==> config.mk <==
export PLATFORM = sky130hd
export DESIGN_NAME = tlpt_front
export DESIGN_NICKNAME = d
export VERILOG_FILES = /design/src/sv/tlpt_pkg.sv /design/src/sv/tlpt_front.sv
export SDC_FILE = /design/constraint.sdc
export NUM_CORES = 1
export LEC_CHECK = 0
export BUFFER_PORTS_ARGS = -buffer_cell sky130_fd_sc_hd__buf_4
export CAP_MARGIN = 10
export CORE_MARGIN = 5
export CORE_UTILIZATION = 51
export DETAILED_ROUTE_END_ITERATION = 10
export GPL_ROUTABILITY_DRIVEN = 0
export PLACE_DENSITY = 0.84
export SETUP_SLACK_MARGIN = 0.3
export SYNTH_ARGS = -nofsm -noshare
export SYNTH_HDL_FRONTEND = slang
export SYNTH_SLANG_ARGS = --single-unit
==> constraint.sdc <==
create_clock -name i_clk -period 6.1 [get_ports i_clk]
set_clock_uncertainty 0.1 [all_clocks]
set_input_delay 0.305 -clock i_clk [delete_from_list [all_inputs] [get_ports i_clk]]
set_output_delay 0.305 -clock i_clk [all_outputs]
set_load 0.01 [all_outputs]
==> src/sv/tlpt_pkg.sv <==
// -----------------------------------------------------------------------------
// tlpt_pkg: shared types and constants of the two-level page table engine
// Request and queue types, mode and status codes, and address field layout.
// -----------------------------------------------------------------------------
package tlpt_pkg;

    // Default sizing of the table pool
    localparam int TABLE_SLOTS_DEF      = 16;
    localparam int PRELOADED_TABLES_DEF = 8;

    // Linear address layout
    localparam int DIR_IDX_W   = 10;
    localparam int DIR_ENTRIES = 1024;
    localparam int OFFSET_W    = 12;
    localparam int DIR_SHIFT   = 22;
    localparam int FRAME_W     = 32 - OFFSET_W;

    localparam logic [31:0] IDENT_FLAGS = 32'h0000_0007;

    // Request kinds
    localparam logic [1:0] MODE_MAP   = 2'd0;
    localparam logic [1:0] MODE_UNMAP = 2'd1;
    localparam logic [1:0] MODE_XLATE = 2'd2;

    // Result status codes
    localparam logic [1:0] ST_DONE       = 2'd0;
    localparam logic [1:0] ST_DIR_ABSENT = 2'd1;
    localparam logic [1:0] ST_PTE_ABSENT = 2'd2;
    localparam logic [1:0] ST_NO_TABLE   = 2'd3;

    // Request queue between front and back
    localparam int Q_DEPTH = 2;
    localparam int Q_PTR_W = 1;
    localparam int Q_CNT_W = 2;

    typedef struct packed {
        logic [1:0]           mode;
        logic [DIR_IDX_W-1:0] didx;
        logic [DIR_IDX_W-1:0] tidx;
        logic [OFFSET_W-1:0]  offset;
        logic [31:0]          pte;
    } t_req;

    typedef struct packed {
        logic valid;
        t_req req;
    } t_head;

    typedef struct packed {
        logic pop;
        logic init_busy;
    } t_back_stat;

endpackage

==> src/sv/tlpt_front.sv <==
// -----------------------------------------------------------------------------
// tlpt_front: request intake
// Takes requests, splits the linear address and builds the page entry, and
// holds them in a short queue for the walker.
// -----------------------------------------------------------------------------
module tlpt_front (
    input  logic                   i_clk,
    input  logic                   i_rst_n,
    input  logic                   i_in_valid,
    output logic                   o_in_ready,
    input  logic [1:0]             i_mode,
    input  logic [31:0]            i_virt_addr,
    input  logic [31:0]            i_phys_addr,
    input  logic [11:0]            i_page_flags,
    input  tlpt_pkg::t_back_stat   i_stat,
    output tlpt_pkg::t_head        o_head
);
    import tlpt_pkg::*;

    t_req               r_q [Q_DEPTH];
    logic [Q_PTR_W-1:0] r_wr;
    logic [Q_PTR_W-1:0] r_rd;
    logic [Q_CNT_W-1:0] r_count;
    logic [Q_CNT_W-1:0] n_count;
    logic               push;
    t_req               new_req;

    assign o_in_ready = (r_count != Q_CNT_W'(Q_DEPTH)) && !i_stat.init_busy;
    assign push       = i_in_valid && o_in_ready;

    always_comb begin
        new_req.mode   = i_mode;
        new_req.didx   = i_virt_addr[31:DIR_SHIFT];
        new_req.tidx   = i_virt_addr[DIR_SHIFT-1:OFFSET_W];
        new_req.offset = i_virt_addr[OFFSET_W-1:0];
        new_req.pte    = {i_phys_addr[31:OFFSET_W], i_page_flags};
    end

    always_comb begin
        n_count = r_count;
        if (push && !i_stat.pop) begin
            n_count = r_count + 1'b1;
        end else if (!push && i_stat.pop) begin
            n_count = r_count - 1'b1;
        end
    end

    always_ff @(posedge i_clk) begin
        if (!i_rst_n) begin
            r_wr    <= '0;
            r_rd    <= '0;
            r_count <= '0;
        end else begin
            r_count <= n_count;
            if (push) begin
                r_wr <= r_wr + 1'b1;
            end
            if (i_stat.pop) begin
                r_rd <= r_rd + 1'b1;
            end
        end
    end

    always_ff @(posedge i_clk) begin
        if (push) begin
            r_q[r_wr] <= new_req;
        end
    end

    assign o_head.valid = (r_count != '0);
    assign o_head.req   = r_q[r_rd];

    a_count_bound: assert property (@(posedge i_clk) disable iff (!i_rst_n)
        r_count <= Q_CNT_W'(Q_DEPTH))
        else $error("request queue holds more than its depth");

    a_pop_nonempty: assert property (@(posedge i_clk) disable iff (!i_rst_n)
        i_stat.pop |-> (r_count != '0))
        else $error("walker took a request from an empty queue");

    a_no_push_in_init: assert property (@(posedge i_clk) disable iff (!i_rst_n)
        i_stat.init_busy |-> !push)
        else $error("request taken during table initialisation");

endmodule

; After elaboration in Yosys (flattened, before gate mapping)
; Memory sizes are Yosys's and may differ from the RTL's. A register that Yosys moved wholly into a read port is not among the register bits.
; Cells that the tools add are included.
[op_classes]
n_mux = 6
n_reduce_logical = 9
add_sub_neg = 4
eq_ne = 1
[ops]
columns = operator, n
row1 = logical AND 1 bit, 4
row2 = two-way mux 1 bit, 4
row3 = two-way mux 2 bit, 2
row4 = nonzero test 2 bit, 2
row5 = logical NOT 1 bit, 3
row6 = "adder 1 bit, second input constant", 2
row7 = "adder 2 x 1 -> 2 bit, second input constant", 1
row8 = "!= test 2 bit, second input constant", 1
row9 = "subtractor 2 x 1 -> 2 bit, second input constant", 1
[totals]
in_bits = 83
ff_bits = 4
n_memories = 1
out_inout_bits = 68
mem_bits_rw = 132
[memory_table]
columns = name, words, word_bits, read_ports, rd_ports_with_merged_regs, write_ports, line_no
row1 = r_q, 2, 66, 1, 1, 1, tlpt_front.sv:20  ; t_req r_q [Q_DEPTH];

; Longest topological paths before layout
[logic_depth]
depth_word = 7
depth_mapped = 6
depth_no_buf = 6

; Least setup slack after synthesis
; Ideal clock, no wire load.
[synth_path]
path_type = register -> register
from = register r_count[0]
to = memory r_q[0][0] (netlist bit) (enable)
stages_incl_launch_ff = 4
period_less_slack_ns = 4.268
path_slack_ns = 1.832
setup_ns = 0.498
n_path_buf = 0
arrival_time_ns = 3.670
path_cell_list = dfxtp_1 nor2b_1 nor3b_2 nor2b_1
[synth_via]
elab_chain_len = 5
[synth_lines]
columns = element, line_no
row1 = "start, declared", tlpt_front.sv:23  ; logic [Q_CNT_W-1:0] r_count;
row2 = "start signal, assigned", tlpt_front.sv:54  ; r_count <= n_count;
row3 = != test 2 bit, tlpt_front.sv:28  ; assign o_in_ready = (r_count != Q_CNT_W'(Q_DEPTH)) && !i_stat.init_busy;
row4 = logical AND 1 bit, tlpt_front.sv:28
row5 = logical AND 1 bit, tlpt_front.sv:29  ; assign push = i_in_valid && o_in_ready;
row6 = two-way mux 1 bit, tlpt_front.sv:65  ; if (push) begin
row7 = two-way mux 1 bit (implied by the code), tlpt_front.sv:66  ; r_q[r_wr] <= new_req;
row8 = "end, declared", tlpt_front.sv:20
; Every way passes these cells.

==> reports/summary.log <==
[outcome] outcome completed
[clock_network] clock sink total 137
[yosys] total of warnings raised by yosys 0
[setup_path] peak per-stage delay on the critical path 0.89 ns
[worst_hold_path] worst hold path depth 3
[worst_hold_path] Hold WC Path Type input port to register
[route] DRT antenna net count 0
[timing] post-layout min period 2.86 ns
[route] via count 2,869
[layout] antenna diode instance count 0
[setup_path] register-to-register path setup slack 3.61 ns
[clock_network] Hold Buf Count CTS 67
[clock_network] number of levels the H-tree was split into 4
[setup_path] Critical Path Source Type register
[yosys] mean cell area of the mapped netlist 21.8 sq um
[setup_path] data required time of the critical path 5.69 ns
[power_and_ir_drop] power per unit of standard cell area 314 mW/mm^2
[route] DRC 0
[floorplan] die width 109 um
[floorplan] number of placed I/O pins 151
[setup_path] Critical Path, Cell by Cell buf_4, mux2_2, buf_4
[power_and_ir_drop] leakage power of the design 2.78 nW
[clock_network] clock latency on the worst-skew pair 0.50 ns
[yosys] proportion of synthesized chip area in sequential cells 0.811
[clock_network] clk buf depth 2
[job] number of maximum-capacitance violations 0
[layout] final standard cell count with taps included and fillers excluded 594
[clock_network] number of setup buffers added after CTS 0
[yosys] Mapped Cells 230
[placed_design] input/output buffers 138
[global_route] global-route wire length before repair 15,900 um
[layout] layout cell share with drive strength beyond 1 0.514
[worst_hold_path] Hold Path Origin i_stat[0]
[timing] Hold Violations, Final 0
[floorplan] Die Outline Area 0.0119 sq mm
[setup_path] worst-path maximum fanout 36
[timing] total negative slack for setup checks 0 ns
[timing] slew at the pin closest to its max-slew limit 0.898 ns
[global_route] number of antenna violations at the first check in global routing 0
[floorplan] effective utilization at floorplan 0.517
[setup_path] Worst Path Arrival 2.46 ns
[setup_path] path type of the worst setup path register to output pin
[setup_path] cell with the most instances on the worst path buf_4
[worst_hold_path] hold endpoint r_wr
[setup_path] Reg2Reg Capture Point r_q[0][13]
[route] post-detailed-routing wire length 10,400 um
[global_route] largest net degree at the start of global routing 67
[setup_path] depth of the worst register-to-register path 4
[route] mean routed wirelength per cell 17.5 um
[layout] Layout fillers 555
[timing] Final setup viols 0
[timing] final critical-path share of the clock period 0.469
[timing] achievable clock frequency 0.349 GHz
[power_and_ir_drop] worst vdd rail ir drop 0.228 mV
[route] drt initial violations 97
[yosys] Syn Nets 314
[clock_network] clock tree from TritonCTS built
[timing] relative max-transition margin 0.402
[clock_network] Inserted Clock Buffers 17
[yosys] number of register bits inferred by synthesis 137
[route] DR pass1 iterations 4
[clock_network] Reg clk slew, reported paths 0.06 ns
[layout] NumNets Final 533
[global_route] Total Routing Usage GR 0.181
[global_route] total congestion overflow after global routing 0
[setup_path] kind of end point of the critical path output pin
[setup_path] crit path max-delay cell type dfxtp_2
[floorplan] standard-cell row count 36
[floorplan] area of the core 0.00968 sq mm
[setup_path] beginning of the worst register-to-register path r_count[0]
[timing] RSZ-0062 raised after global routing false
[clock_network] clock tree root driver cell clkbuf_8
[timing] max-slew violation count 0
[route] mean number of vias per cell 4.83
[global_route] via count of the first global-routing pass 3,243
[placed_design] Cells after DPL 496
[yosys] cell area after technology mapping 0.00501 sq mm
[clock_network] post-cts sizing count 0
[floorplan] height of the die 109 um
[layout] synthesis-to-finish area growth 47.6%
[yosys] count of cell types in the netlist 21
[placed_design] half-perimeter wire length after placement 5760 um
## routing by layer
layer,track usage,share of wire,vias to the layer above
met1,0.193,0.36,1417
li1,-,-,1344
met2,0.333,0.56,95
met3,0.0645,0.071,13
met5,0,0,-
met4,0.0559,0.013,0
## cell usage in the layout, fill, tap and decap left out, types with 2 or more instances in the layout
cell type and instances:
clkinv_1 4, clkinv_4 3, dlygate4sd3_1 67, clkbuf_16 16
and2_1 3, dfxtp_1 4, mux2_2 66, buf_4 140
bufinv_16 2, xor2_1 2, edfxtp_1 132, clkinvlp_4 2
## flip-flops by register name (all words and copies together) (netlist names), named ones only
name and flops:
r_q 132, r_count 2, r_rd 1, r_wr 1
## Yosys cell counts, drive strengths merged
master	number	share of area
edfxtp	132	0.79
mux2	66	0.15
buf	7	0.012
dfxtp	5	0.020
and2	4	0.0050
nor2b	2	0.0025
xor2	2	0.0035
a21boi	1	0.0015
ha	1	0.0025
inv	1	0.00075
mux2i	1	0.0020
nand2	1	0.00075
nand2b	1	0.0012
nor2	1	0.00075
nor3b	1	0.0025
o21ai	1	0.0010
or2	1	0.0012
or3	1	0.0012
xnor2	1	0.0017
## worst max-delay path, delay by kind of cell (launching register included)
family                 cells  cell delay [ns]
buffers and inverters      2             0.66
flip-flops                 1             0.89
multiplexers               1             0.39
## report_power, final
part	internal [mW]	switching [mW]
registers	1.08	0.0220
logic	0.165	0.115
clock network	0.575	0.360
total	1.82	0.497
## cell families (layout without fill, tap and decap cells)
| kind of cell | count (synthesis) | after routing | synth area share |
|---|---|---|---|
| compound gates | 2 | 2 | 0.00250 |
| xor+xnor | 3 | 3 | 0.00524 |
| fa+ha+maj | 1 | 1 | 0.00250 |
| buf+inv | 8 | 239 | 0.0132 |
| flops | 137 | 137 | 0.811 |
| mux | 67 | 67 | 0.150 |
| simple gates | 12 | 12 | 0.0152 |
## how the worst max path moves through the flow
stage | from | end | slack, ns | depth (start not counted)
floorplan | r_count[0] | r_q[0][0] | 1.83 | 3
global placement | r_count[0] | r_q[0][37] | 3.70 | 4
detailed placement | r_count[0] | r_q[0][34] | 3.63 | 4
CTS | register | o_head[52] | 3.14 | 3
global route | register | o_head[18] | 3.08 | 3
finish | register | o_head[55] | 3.24 | 3
## stage by stage
stage          hold WS, ns  setup WS (ns)  total power [mW]  instance area (sq um)   util
2_1_floorplan        0.304           1.83              1.24                   5010      -
3_3_place_gp         0.377           3.70              1.36                   6180  0.638
3_5_place_dp         0.393           3.63              1.37                   6180  0.638
4_1_cts            0.00589           3.14              2.33                   7400  0.764
5_1_grt            0.00654           3.08              2.41                   7400  0.764
6_report            0.0258           3.24              2.32                   7400  0.764
## area by class of cell
cell class                      instances  area [sq um]  share of cell area
Clock buffer                           18           418              0.0565
Clock inverter                         13           130              0.0176
Inverter                                1          3.75            0.000508
Multi-Input combinational cell         85           891               0.120
Sequential cell                       137          4070               0.550
Tap cell                              133           166              0.0225
Timing Repair Buffer                  207          1720               0.233
No activity file was read; power rests on OpenSTA's default activity.
